===== src/sv/kbsc_pkg.sv =====
// ----------------------------------------------------------------------------
// kbsc_pkg
// Shared types, operation codes and constants of the keyed byte stream cipher.
// ----------------------------------------------------------------------------
package kbsc_pkg;

  localparam int unsigned KeyWords   = 4;
  localparam int unsigned KeyIdxW    = 2;
  localparam int unsigned WordW      = 32;
  localparam int unsigned ByteW      = 8;
  localparam int unsigned OpW        = 2;

  localparam logic [WordW-1:0] InitConst   = 32'h4a434c41;
  localparam logic [WordW-1:0] GoldenConst = 32'h9e3779b9;
  localparam logic [WordW-1:0] LcgMul      = 32'd1664525;
  localparam logic [WordW-1:0] LcgAdd      = 32'd1013904223;

  typedef enum logic [OpW-1:0] {
    OP_START = 2'd0,
    OP_NONCE = 2'd1,
    OP_DATA  = 2'd2
  } op_e;

  // key register indexes
  localparam logic [KeyIdxW-1:0] KEY_WORD_ZERO  = 2'd0;
  localparam logic [KeyIdxW-1:0] KEY_WORD_ONE   = 2'd1;
  localparam logic [KeyIdxW-1:0] KEY_WORD_TWO   = 2'd2;
  localparam logic [KeyIdxW-1:0] KEY_WORD_THREE = 2'd3;

  typedef logic [KeyWords-1:0][WordW-1:0] key_arr_t;

  typedef struct packed {
    logic [WordW-1:0] mix_word;
    logic [1:0]       nonce_count;
    logic [WordW-1:0] data_count;
  } cipher_state_t;

endpackage


===== src/sv/kbsc_key_regs.sv =====
// ----------------------------------------------------------------------------
// kbsc_key_regs
// Four 32-bit key word registers written through the configuration channel.
// ----------------------------------------------------------------------------
module kbsc_key_regs (
  input  logic                          clk_i,
  input  logic                          rst_ni,
  input  logic                          cfg_valid_i,
  output logic                          cfg_ready_o,
  input  logic [kbsc_pkg::KeyIdxW-1:0]  cfg_index_i,
  input  logic [kbsc_pkg::WordW-1:0]    cfg_data_i,
  output kbsc_pkg::key_arr_t            key_o
);
  import kbsc_pkg::*;

  key_arr_t key_q, key_d;

  assign cfg_ready_o = 1'b1;

  always_comb begin
    key_d = key_q;
    if (cfg_valid_i) begin
      unique case (cfg_index_i)
        KEY_WORD_ZERO:  key_d[0] = cfg_data_i;
        KEY_WORD_ONE:   key_d[1] = cfg_data_i;
        KEY_WORD_TWO:   key_d[2] = cfg_data_i;
        KEY_WORD_THREE: key_d[3] = cfg_data_i;
        default:        key_d = key_q;
      endcase
    end
  end

  always_ff @(posedge clk_i or negedge rst_ni) begin
    if (!rst_ni) begin
      key_q <= '0;
    end else begin
      key_q <= key_d;
    end
  end

  assign key_o = key_q;

endmodule


===== src/sv/kbsc_mix.sv =====
// ----------------------------------------------------------------------------
// kbsc_mix
// One cipher step: next mixing state and keystream output for one item.
// ----------------------------------------------------------------------------
module kbsc_mix (
  input  logic [kbsc_pkg::OpW-1:0]   op_i,
  input  logic [kbsc_pkg::ByteW-1:0] byte_i,
  input  kbsc_pkg::key_arr_t         key_i,
  input  kbsc_pkg::cipher_state_t    state_i,
  output kbsc_pkg::cipher_state_t    state_o,
  output logic [kbsc_pkg::ByteW-1:0] byte_o,
  output logic                       emit_o
);
  import kbsc_pkg::*;

  logic [1:0]       nonce_lane;
  logic [1:0]       data_lane;
  logic [WordW-1:0] nonce_x, nonce_s, nonce_w;
  logic [WordW-1:0] data_x, data_p, data_s, data_w;

  assign nonce_lane = state_i.nonce_count;
  assign data_lane  = state_i.data_count[1:0];

  // nonce path: xor byte into lane, add golden constant and lane key word, rotate left 7
  assign nonce_x = state_i.mix_word ^ ({24'b0, byte_i} << {nonce_lane, 3'b000});
  assign nonce_s = nonce_x + GoldenConst + key_i[nonce_lane];
  assign nonce_w = {nonce_s[24:0], nonce_s[31:25]};

  // data path: xor key plus count, lcg, rotate left 11
  assign data_x = state_i.mix_word ^ (key_i[data_lane] + state_i.data_count);
  assign data_p = data_x * LcgMul;
  assign data_s = data_p + LcgAdd;
  assign data_w = {data_s[20:0], data_s[31:21]};

  always_comb begin
    state_o = state_i;
    emit_o  = 1'b0;
    byte_o  = byte_i ^ data_w[{data_lane, 3'b000} +: 8];
    unique case (op_i)
      OP_START: begin
        state_o.mix_word    = InitConst ^ key_i[0];
        state_o.nonce_count = 2'd0;
        state_o.data_count  = '0;
      end
      OP_NONCE: begin
        state_o.mix_word    = nonce_w;
        state_o.nonce_count = nonce_lane + 2'd1;
      end
      OP_DATA: begin
        state_o.mix_word   = data_w;
        state_o.data_count = state_i.data_count + 32'd1;
        emit_o             = 1'b1;
      end
      default: state_o = state_i;
    endcase
  end

endmodule


===== src/sv/keyed_byte_stream_cipher_top.sv =====
// ----------------------------------------------------------------------------
// keyed_byte_stream_cipher_top
// Byte stream cipher with a 128-bit key; encrypts and decrypts alike.
// ----------------------------------------------------------------------------
// usage:
//   config channel writes key words 0..3 (index 0 = key bytes 0..3, big-endian)
//   input stream: tuser carries the operation (start, nonce byte, data byte),
//   tdata carries the byte; a start beat reloads the mixing word and clears
//   both counters, nonce beats stir the word with no output
//   output stream: one beat per data beat, byte xor keystream byte
// path: an accepted beat is held in the input register, the cipher step runs
//   between that register and the result register, and a data beat shows on
//   the output from the result register
// throughput: one beat per cycle while no data beat waits on a stalled output,
//   set by the state update (constant multiply, adds, rotate) for the next beat
// stall: while the output beat waits, one more beat is taken into the input
//   register; a data beat there then holds until the result is taken, while
//   start and nonce beats pass on without waiting
// reset: key words, mixing word and counters clear to zero, both stages empty
// ----------------------------------------------------------------------------
module keyed_byte_stream_cipher_top (
  input  logic                         clk_i,
  input  logic                         rst_ni,
  // config write channel
  input  logic                         cfg_valid_i,
  output logic                         cfg_ready_o,
  input  logic [kbsc_pkg::KeyIdxW-1:0] cfg_index_i,
  input  logic [kbsc_pkg::WordW-1:0]   cfg_data_i,
  // input stream
  input  logic                         s_axis_tvalid,
  output logic                         s_axis_tready,
  input  logic [7:0]                   s_axis_tdata,   // [7:0] byte_in
  input  logic [1:0]                   s_axis_tuser,   // [1:0] operation
  // output stream
  output logic                         m_axis_tvalid,
  input  logic                         m_axis_tready,
  output logic [7:0]                   m_axis_tdata    // [7:0] byte_out
);
  import kbsc_pkg::*;

  key_arr_t key;

  // input register
  logic             in_valid_q, in_valid_d;
  logic [OpW-1:0]   in_op_q;
  logic [ByteW-1:0] in_byte_q;

  // cipher state
  cipher_state_t state_q, state_d;

  // result register
  logic             out_valid_q, out_valid_d;
  logic [ByteW-1:0] out_byte_q;

  logic             step_emit;
  logic [ByteW-1:0] step_byte;
  logic             advance;
  logic             in_take;

  kbsc_key_regs u_key_regs (
    .clk_i       (clk_i),
    .rst_ni      (rst_ni),
    .cfg_valid_i (cfg_valid_i),
    .cfg_ready_o (cfg_ready_o),
    .cfg_index_i (cfg_index_i),
    .cfg_data_i  (cfg_data_i),
    .key_o       (key)
  );

  kbsc_mix u_mix (
    .op_i    (in_op_q),
    .byte_i  (in_byte_q),
    .key_i   (key),
    .state_i (state_q),
    .state_o (state_d),
    .byte_o  (step_byte),
    .emit_o  (step_emit)
  );

  // a beat producing output needs room in the result register
  assign advance = in_valid_q && (!step_emit || !out_valid_q || m_axis_tready);
  assign s_axis_tready = !in_valid_q || advance;
  assign in_take = s_axis_tvalid && s_axis_tready;

  always_comb begin
    in_valid_d = in_take ? 1'b1 : (advance ? 1'b0 : in_valid_q);
    out_valid_d = out_valid_q;
    if (m_axis_tready) begin
      out_valid_d = 1'b0;
    end
    if (advance && step_emit) begin
      out_valid_d = 1'b1;
    end
  end

  always_ff @(posedge clk_i or negedge rst_ni) begin
    if (!rst_ni) begin
      in_valid_q  <= 1'b0;
      out_valid_q <= 1'b0;
      state_q     <= '0;
    end else begin
      in_valid_q  <= in_valid_d;
      out_valid_q <= out_valid_d;
      if (advance) begin
        state_q <= state_d;
      end
    end
  end

  // payload registers
  always_ff @(posedge clk_i) begin
    if (in_take) begin
      in_op_q   <= s_axis_tuser;
      in_byte_q <= s_axis_tdata;
    end
    if (advance && step_emit) begin
      out_byte_q <= step_byte;
    end
  end

  assign m_axis_tvalid = out_valid_q;
  assign m_axis_tdata  = out_byte_q;

  // a held beat in the input stage stays there
  a_hold_in : assert property (@(posedge clk_i) disable iff (!rst_ni)
    (in_valid_q && !advance) |=> in_valid_q)
    else $error("input stage dropped a stalled beat");

  // a new result only follows a data beat leaving the input stage
  a_out_src : assert property (@(posedge clk_i) disable iff (!rst_ni)
    (!out_valid_q ##1 out_valid_q) |-> $past(advance && step_emit))
    else $error("result appeared without a data beat");

  // a start beat leaves both counters cleared
  a_start_clr : assert property (@(posedge clk_i) disable iff (!rst_ni)
    (advance && in_op_q == OP_START) |=>
      (state_q.nonce_count == 2'd0 && state_q.data_count == '0))
    else $error("start did not clear counters");

  // no output stall blocks an empty input stage
  a_ready : assert property (@(posedge clk_i) disable iff (!rst_ni)
    !in_valid_q |-> s_axis_tready)
    else $error("empty input stage not ready");

endmodule

===== config.mk =====
export PLATFORM = sky130hd
export DESIGN_NAME = keyed_byte_stream_cipher_top
export DESIGN_NICKNAME = d
export VERILOG_FILES = /design/src/sv/kbsc_pkg.sv /design/src/sv/kbsc_key_regs.sv /design/src/sv/kbsc_mix.sv /design/src/sv/keyed_byte_stream_cipher_top.sv
export SDC_FILE = /design/constraint.sdc
export NUM_CORES = 1
export LEC_CHECK = 0
export ABC_AREA = 1
export BUFFER_PORTS_ARGS = -buffer_cell sky130_fd_sc_hd__clkbuf_2
export CAP_MARGIN = 20
export CORE_UTILIZATION = 30
export DETAILED_ROUTE_END_ITERATION = 8
export GPL_TIMING_DRIVEN = 0
export PLACE_DENSITY = 0.49
export SYNTH_ARGS = -nofsm -noshare
export SYNTH_HDL_FRONTEND = slang
export SYNTH_HIERARCHICAL = 1
export SYNTH_SLANG_ARGS = --single-unit

===== constraint.sdc =====
create_clock -name clk_i -period 17.1 [get_ports clk_i]
set_input_delay 1.71 -clock clk_i [delete_from_list [all_inputs] [get_ports clk_i]]
set_output_delay 1.71 -clock clk_i [all_outputs]
set_load 0.05 [all_outputs]

Yosys cells after proc, flatten, opt, wreduce, memory -nomap -nowiden

Cells that the tools add are included.

Bits in registers: 214
Logic and storage cells: 67

Add/sub/neg operators: 6
$mul: 1
Magnitude comparators: 2
Equality and inequality tests: 5
Shift operators: 2
Multiplexer cells: 12
Bitwise gates (word level): 4
Reductions and logical operators: 23

Operator list:

| operator                                                    | count |
|---|---|
| binary-select mux 32 bit (select 2 bit)                     | 2 |
| case mux 32 bit (3 select lines)                            | 1 |
| adder 32 bit                                                | 2 |
| two-way mux 32 bit                                          | 2 |
| case mux 32 bit (2 select lines)                            | 1 |
| bitwise XOR 32 bit                                          | 2 |
| adder 32 x 1 -> 32 bit (second input constant)              | 1 |
| adder 32 x 30 -> 32 bit (second input constant)             | 1 |
| adder 32 bit (second input constant)                        | 1 |
| multiplier 32 x 21 -> 32 bit (second input constant)        | 1 |
| variable part select 32 x 6 -> 8 bit                        | 1 |
| left shift 8 x 5 -> 32 bit                                  | 1 |
| AND reduction 2 bit                                         | 7 |
| inverter 11 bit                                             | 1 |
| nonzero test 2 bit                                          | 4 |
| bitwise XOR 8 bit                                           | 1 |
| == test 2 bit (second input constant)                       | 3 |
| less-than comparator 2 x 3 -> 1 bit (second input constant) | 2 |
| two-way mux 1 bit                                           | 5 |
| == test 2 x 1 -> 1 bit (second input constant)              | 2 |
| logical NOT 2 bit                                           | 2 |
| case mux 2 bit (2 select lines)                             | 1 |
| logical AND 1 bit                                           | 3 |
| logical NOT 1 bit                                           | 3 |
| other kinds (3)                                             | 5 |

Depth between registers and ports, before layout

Gate-level depths: netlist of run 1.

Depth in word-level cells: 9
Depth in mapped cells: 49
Depth with buffers taken out: 45

By module

The synthesis of run 1 kept the hierarchy.

Modules (own cells, without submodules):

| module                       | times used | cells an instance | area each (µm²) |
|---|---|---|---|
| kbsc_mix                     | 1          | 2421              | 15648.8 |
| kbsc_key_regs                | 1          | 571               | 5200.0 |
| keyed_byte_stream_cipher_top | 1          | 317               | 3258.1 |

Worst setup path after synthesis of run 1

No wires, ideal clock.

Path kind: register to register
Start point: reg state_q[0] in the netlist's numbering
End point: reg out_byte_q[0] (netlist: m_axis_tdata[0]), data pin
Setup time: 260 ps
Arrival: 8545 ps
Setup slack: 8295 ps
Stages on the path, launching flop included: 41
Path buffers: 4
Clock period less this slack: 8805 ps
Path through: dfrtp_1 -> buf_4 -> inv_1 -> clkbuf_1 -> buf_1 -> clkbuf_1 -> nor2_1 -> o22ai_1 -> ha_1 -> inv_1 -> fa_1 -> xor2_1 -> inv_1 -> ha_1 -> inv_1 -> xor2_1 -> xnor2_1 -> fa_1 -> [... 5 more ...] -> fa_1 -> inv_1 -> ha_1 -> nand2_1 -> inv_1 -> nand3_1 -> nor2_1 -> nand4_1 -> nand3_1 -> nand3_1 -> nand2_1 -> a31oi_1 -> o21ai_0 -> xor2_1 -> nand2_1 -> nand3_1 -> nand2_1 -> xnor2_1

Word-level cells in the longest chain between the ends: 8

Ends and longest elaborated chain:

| what                                     | line                                | RTL |
|---|---|---|
| from (decl)                              | keyed_byte_stream_cipher_top.sv:49  | `cipher_state_t state_q, state_d;` |
| from (signal assigned)                   | keyed_byte_stream_cipher_top.sv:105 | `state_q <= state_d;` |
| binary-select mux 32 bit (select 2 bit)  | kbsc_mix.sv:30                      | `assign data_x = state_i.mix_word ^ (key_i[data_lane] + state_i.data_count);` |
| two-way mux 32 bit (implied by the code) | kbsc_mix.sv:30                      |  |
| adder 32 bit                             | kbsc_mix.sv:30                      |  |
| bitwise XOR 32 bit                       | kbsc_mix.sv:30                      |  |
| multiplier 32 x 21 -> 32 bit             | kbsc_mix.sv:31                      | `assign data_p = data_x * LcgMul;` |
| adder 32 x 30 -> 32 bit                  | kbsc_mix.sv:32                      | `assign data_s = data_p + LcgAdd;` |
| variable part select 32 x 6 -> 8 bit *   | kbsc_mix.sv:38                      | `byte_o = byte_i ^ data_w[{data_lane, 3'b000} +: 8];` |
| bitwise XOR 8 bit *                      | kbsc_mix.sv:38                      |  |
| named net step_byte[0]                   | keyed_byte_stream_cipher_top.sv:56  | `logic [ByteW-1:0] step_byte;` |
| to (signal assigned)                     | keyed_byte_stream_cipher_top.sv:117 | `out_byte_q <= step_byte;` |
| to (decl)                                | keyed_byte_stream_cipher_top.sv:53  | `logic [ByteW-1:0] out_byte_q;` |

The timed path passes the listed nets; every way through them passes the cells marked *. The select of a mux whose other input is x is not followed.
A chain may end at the register's enable or synchronous reset.

Worst setup path after layout of run 1

Same ends and word-level chain as after synthesis.

==> results.ini, run 1 <==
[clock_tree]
clk_pin_slew_ps=60
htreeDepth=1
cts_buffers=27
postCtsSetupBuffers=0
clk_latency_ps=590
ctsHoldBuffers=0
cts_tree=yes
numClockSinks=214
cts_resized=0
clock-root-buffer=clkbuf_16
cts_max_path_buffers=3

[cells_and_area]
nets=3833
diodes=0
drive_gt1_frac=0.0664
fill_cells=8728
area_growth_pct=10.8

[sta]
setup_tns_ps=0
period_share=0.676
rsz0062_at_grt=no
clock.fmax_mhz=86.5
worst_pin_slew_ps=1260
setup_viol=0
maxSlewHeadroom=0.150
hold_viol=0
period_needed_ps=11560
fin_skew_ps=23.0
slew_violations=0

[grt]
grt_pass1_wl_microns=147000
track_usage=0.242
grt_antenna_before_repair=1
gr-total-overflow=0
grt_pass1_vias=22403
grt_max_degree=95

[die]
start_util=0.304
die-area_sq_um=81500
core_area_sq_um=79300
fp.dieW_microns=285
fp.dieH_microns=285
boundaryPins=60
rows=103

[min_path]
hold_start=state_q[33]$_DFFE_PN0P_
hp-class=flop to flop

[worst_setup_path]
worstSetupPathType=flop to flop
slowest_delay_ps=880
cp_data_arrival_time_ps=11890
crit_path_frequent_cell=inv_1
r2r_start=state_q[0]$_DFFE_PN0P_
critical_path.startpoint=state_q[0]$_DFFE_PN0P_
required_ps=17430
crit_fanout=10
critPathSlowestCell=xor2_1
endpoint_kind=flop
critPathLaunchType=flop

[synth]
synth_cell_type_count=58
synth_top_area_cell=dfrtp_1
synthCells=3309
yosysMostFrequentCell=nand2_1
synth_top_area_share=0.203
avgSynthCellArea_sq_um=7.29
ys_top_cells_by_count=850 x nand2_1, 466 x inv_1, 252 x ha_1
synth_warnings=6
synth-seq-area-share=0.226
synth_fp_nets=3744
synth_ff_type=dfrtp_1
yosys_register_bits=214
synthesis.area_sq_um=24100
synth-edff-count=18
synthArstFlopShare=0.916
synth_area_leaders=dfrtp_1 20%, nand2_1 13%, ha_1 13%

[drt]
drt-total-wl_microns=99200
antenna_left=0
drc=0
vias=22930
drtIter0Drc=2287
routed_via_density=5.13
wire_per_inst_microns=22.2
first_pass_iters=6

[job]
max_cap_violations=0

[status]
outcome=finished clean

[placed_design]
gp_congestion=1.00
hpwl_microns=82600
io_buffers=57

==> per-layer routing <==
metal,vias up,global-route usage,wire [microns]
met4,2,0.0980,4680
met3,205,0.0295,6340
met2,829,0.390,44900
li1,10993,-,-
met1,10901,0.328,43300
met5,-,0,7
==> worst max-delay path: cells and delay by family, from the launching register on <==
kind	cells	cell delay (ps)
buffers and inverters	13	2650
XOR/XNOR	4	1420
AO/OA/AOI/OAI	3	730
adder cells (fa/ha/maj)	10	4390
AND/OR/NAND/NOR	13	1670
flip-flops	1	420
==> logic make-up after synthesis <==
group	Yosys count	share of synthesized area
AND/OR/NAND/NOR	1475	0.264
buffers and inverters	617	0.101
AO/OA/AOI/OAI	471	0.114
adder cells (fa/ha/maj)	386	0.242
flip-flops	214	0.226
XOR/XNOR	145	0.0533
other	1	0.000156
==> state kept, by name, summed over array words and instances, names as in the netlist <==
signal,flops
u_key_regs/key_o,128
state_q,66
in_byte_q,8
m_axis_tdata,8
in_op_q,2
in_valid_q,1
m_axis_tvalid,1
==> cell usage in the layout, fill, tap and decap left out, types with 88 or more instances in the layout <==
cell | Yosys | routed
a21oi_1 | 158 | 158
clkbuf_1 | 82 | 88
dfrtp_1 | 196 | 196
fa_1 | 134 | 134
ha_1 | 252 | 252
inv_1 | 466 | 466
nand2_1 | 850 | 850
nand3_1 | 218 | 218
nand4_1 | 115 | 115
nor2_1 | 198 | 198
o21ai_0 | 169 | 169
xor2_1 | 91 | 91
==> final timing paths <==
kind / endpoint / slack (ps) / cells after the start
max in group asynchronous: state_q[5]$_DFFE_PN0P_ / 14920 / 3
worst min register to register: state_q[33]$_DFFE_PN0P_ / 480 / 2
worst min-delay path: state_q[33]$_DFFE_PN0P_ / 480 / 2
worst max register to register: m_axis_tdata[0]$_DFFE_PP_ / 5540 / 43
min in group asynchronous: u_key_regs/key_o[120]$_DFFE_PN0P_ / 1000 / 1
worst max-delay path: m_axis_tdata[0]$_DFFE_PP_ / 5540 / 43
==> layout make-up <==
type	instances	area (sq um)	area share
multi-input cells	2478	16200	0.608
flip-flops and latches	214	5450	0.204
inverters	475	1780	0.0668
well taps	1050	1310	0.0492
clock buffers	40	806	0.0302
plain buffers	142	646	0.0242
repair buffers	60	357	0.0134
clock inverters	8	124	0.00464
==> per-stage QoR <==
step | setup WS (ps) | util | hold slack, ps | cell area, sq um | cells
finish | 5540 | 0.337 | 478 | 26700 | 4467
global route | 5000 | 0.337 | 520 | 26700 | 4467
CTS | 5660 | 0.337 | 476 | 26700 | 4467
detailed placement | 5720 | 0.325 | 461 | 25800 | 4419
global placement | 5010 | 0.324 | 456 | 25700 | 4416
floorplan | 8300 | - | 440 | 24100 | 3309
Power of run 1 is left out: the tool's default activity adds up to more than one toggle a clock period on the data nets, which glitch-free logic cannot reach.
==> inputs of run 2 (changes only) <==
--- a/config.mk
+++ b/config.mk
@@ -5,13 +5,13 @@
 export SDC_FILE = /design/constraint.sdc
 export NUM_CORES = 1
 export LEC_CHECK = 0
-export ABC_AREA = 1
+export ABC_AREA = 0
 export BUFFER_PORTS_ARGS = -buffer_cell sky130_fd_sc_hd__clkbuf_2
 export CAP_MARGIN = 20
 export CORE_UTILIZATION = 30
 export DETAILED_ROUTE_END_ITERATION = 8
 export GPL_TIMING_DRIVEN = 0
-export PLACE_DENSITY = 0.49
+export PLACE_DENSITY = 0.51
 export SYNTH_ARGS = -nofsm -noshare
 export SYNTH_HDL_FRONTEND = slang
 export SYNTH_HIERARCHICAL = 1
==> constraint.sdc (replaced) <==
create_clock -name clk_i -period 9.9 [get_ports clk_i]
set_input_delay 0.99 -clock clk_i [delete_from_list [all_inputs] [get_ports clk_i]]
set_output_delay 0.99 -clock clk_i [all_outputs]
set_load 0.05 [all_outputs]
==> run 2 against run 1 <==
Count of clock-buffer cells in the layout stayed put. Critical endpoint is now state_q[40]$_DFFE_PN0P_. Critical path type unchanged. Core utilization is 1.0 points higher. Area after synthesis is 1.0% lower. Critical path depth is 4 lower. Wire length is 17% lower.
==> results.ini, run 2 <==
[synth]
synth_xor_area_frac=0.0821
synthCells=2351
yosysMostFrequentCell=inv_1
synth_cell_type_count=85
synth_warnings=6
muxShareOfSynthArea=0.145
synth_ff_type=dfrtp_1
synth_top_family_by_area=adder cells
synth_fp_nets=2786
synth-simple-area-share=0.112
ys_top_cells_by_count=343 x inv_1, 252 x ha_1, 196 x dfrtp_1
synth_compound_area_frac=0.114
synth-edff-count=18
synth-seq-area-share=0.228
synthesis.area_sq_um=23900
synth_area_leaders=dfrtp_1 21%, ha_1 13%, fa_1 11%
synth_top_area_share=0.206
synthAdderAreaFrac=0.245
yosys_register_bits=214
synth_top_area_cell=dfrtp_1
avgSynthCellArea_sq_um=10.1
synthArstFlopShare=0.916

[sta]
setup_viol=0
clock.fmax_mhz=103
setup_tns_ps=0
slew_violations=0
worst_pin_slew_ps=1090
maxSlewHeadroom=0.273
hold_viol=0
period_share=0.985
fin_skew_ps=15.7
rsz0062_at_grt=yes
period_needed_ps=9750

[worst_setup_path]
endpoint_kind=flop
slowest_delay_ps=600
worstSetupPathType=flop to flop
required_ps=10390
crit_path_frequent_cell=fa_1
crit_fanout=8
critPathLaunchType=flop
critPathSlowestCell=mux4_2
cp_data_arrival_time_ps=10250
r2r_slack_ps=150

[clock_tree]
htreeDepth=1
clk_pin_slew_ps=60
cts_buffers=27
ctsHoldBuffers=0
numClockSinks=214
clock-root-buffer=clkbuf_16
clk_latency_ps=580
cts_max_path_buffers=3
cts_tree=yes

[grt]
track_usage=0.205
gr-total-overflow=0
grt_pass1_vias=19065
grt_antenna_before_repair=1
grt_max_degree=101
grt_pass1_wl_microns=124000

[die]
fp.dieW_microns=284
start_util=0.302
rows=103
die-area_sq_um=80700
core_area_sq_um=78900
boundaryPins=60
fp.dieH_microns=284

[drt]
drtIter0Drc=1383
drt-total-wl_microns=82700
wire_per_inst_microns=23.2
routed_via_density=5.22
vias=18639
antenna_left=0
drc=0
first_pass_iters=5

[status]
outcome=finished clean

[cells_and_area]
largest_register_ffs=128
drive_gt1_frac=0.218
diodes=0
area_growth_pct=14.8
stdcell_area_sq_um=27400
final_common_cell=inv_1
nets=2935
layout_common_cells=337 x inv_1, 238 x ha_1, 194 x dfrtp_1
fin_util=0.347

[placed_design]
hpwl_microns=67200
gp_congestion=0.940
dpl-instance-area_sq_um=25600
io_buffers=58

[job]
max_cap_violations=0

[min_path]
hp-class=primary input to asynchronous set/reset pin

==> run 2: changes by cell type after synthesis, moves of 48 or more <==
cell	change
nand3_1	-188
xnor2_1	+70
o21ai_0	-121
nand2_1	-688
nand4_1	-100
inv_1	-123
mux4_2	+87
nand4b_1	+66
a21oi_1	-58
mux2_2	+127
nor2_1	-110
nand2b_1	+81
a21o_1	+48
==> run 2: layout make-up <==
cell class / count / area [sq um]
inverters: 345 / 1290
repair buffers: 122 / 845
plain buffers: 94 / 544
fillers: 7977 / 51500
clock buffers: 40 / 796
well taps: 1050 / 1310
flip-flops and latches: 214 / 5450
multi-input cells: 1696 / 17100
clock inverters: 10 / 93.8
==> run 2: worst max-delay path: cells and delay by family, from the launching register on <==
kind | cells | cell delay, ps
AOI/OAI and AO/OA | 15 | 3610
xor gates and xnor gates | 2 | 350
adders and majority gates | 9 | 3290
buffers and inverters | 9 | 860
DFF | 1 | 460
muxes | 2 | 730
and+or+nand+nor | 2 | 350
==> run 2: routing by layer <==
layer  track usage  part of all wire  wire (microns)  vias to the layer above
li1              -                 -               -                     8428
met1         0.288              0.46           37700                     9554
met2         0.334              0.46           38500                      547
met3        0.0195             0.051            4240                      110
met4        0.0535             0.028            2340                        0
met5             0                 0               0                        -
==> run 2: per-stage QoR <==
step | hold slack (ps) | setup WS (ps) | instances
finish | 490 | 145 | 3571
global route | 539 | -147 | 3571
CTS | 521 | 12.2 | 3545
detailed placement | 509 | -2820 | 3467
global placement | 503 | -2910 | 3459
floorplan | 489 | 8.72 | 2351
==> run 2: timing repair <==
item | 4_1_cts | 5_1_grt
resized for setup | 75 | 30
setup endpoints to repair | 27 | 14
setup buffers | 28 | 26
gates cloned | 1 | 0
pin swaps | 27 | 34
==> run 2: logic make-up (layout without fill, tap and decap cells) <==
family	Yosys count	after routing
flops	214	214
xor+xnor	213	213
other cells	1	1
simple gates	505	505
mux	221	221
fa+ha+maj	386	386
compound gates	370	370
buf+inv	441	611
==> run 2: path summary, 6_finish.rpt <==
path | depth (start not counted) | endpoint | start
worst max-delay path | 39 | state_q[40]$_DFFE_PN0P_ | state_q[0]$_DFFE_PN0P_
worst min-delay path | 1 | state_q[28]$_DFFE_PN0P_ | rst_ni
worst max register to register | 39 | state_q[40]$_DFFE_PN0P_ | state_q[0]$_DFFE_PN0P_
worst min register to register | 1 | u_key_regs/key_o[73]$_DFFE_PN0P_ | u_key_regs/key_o[73]$_DFFE_PN0P_
max in group asynchronous | 2 | u_key_regs/key_o[4]$_DFFE_PN0P_ | rst_ni
min in group clk_i | 1 | u_key_regs/key_o[73]$_DFFE_PN0P_ | u_key_regs/key_o[73]$_DFFE_PN0P_
Power of run 2 is left out for the same reason.
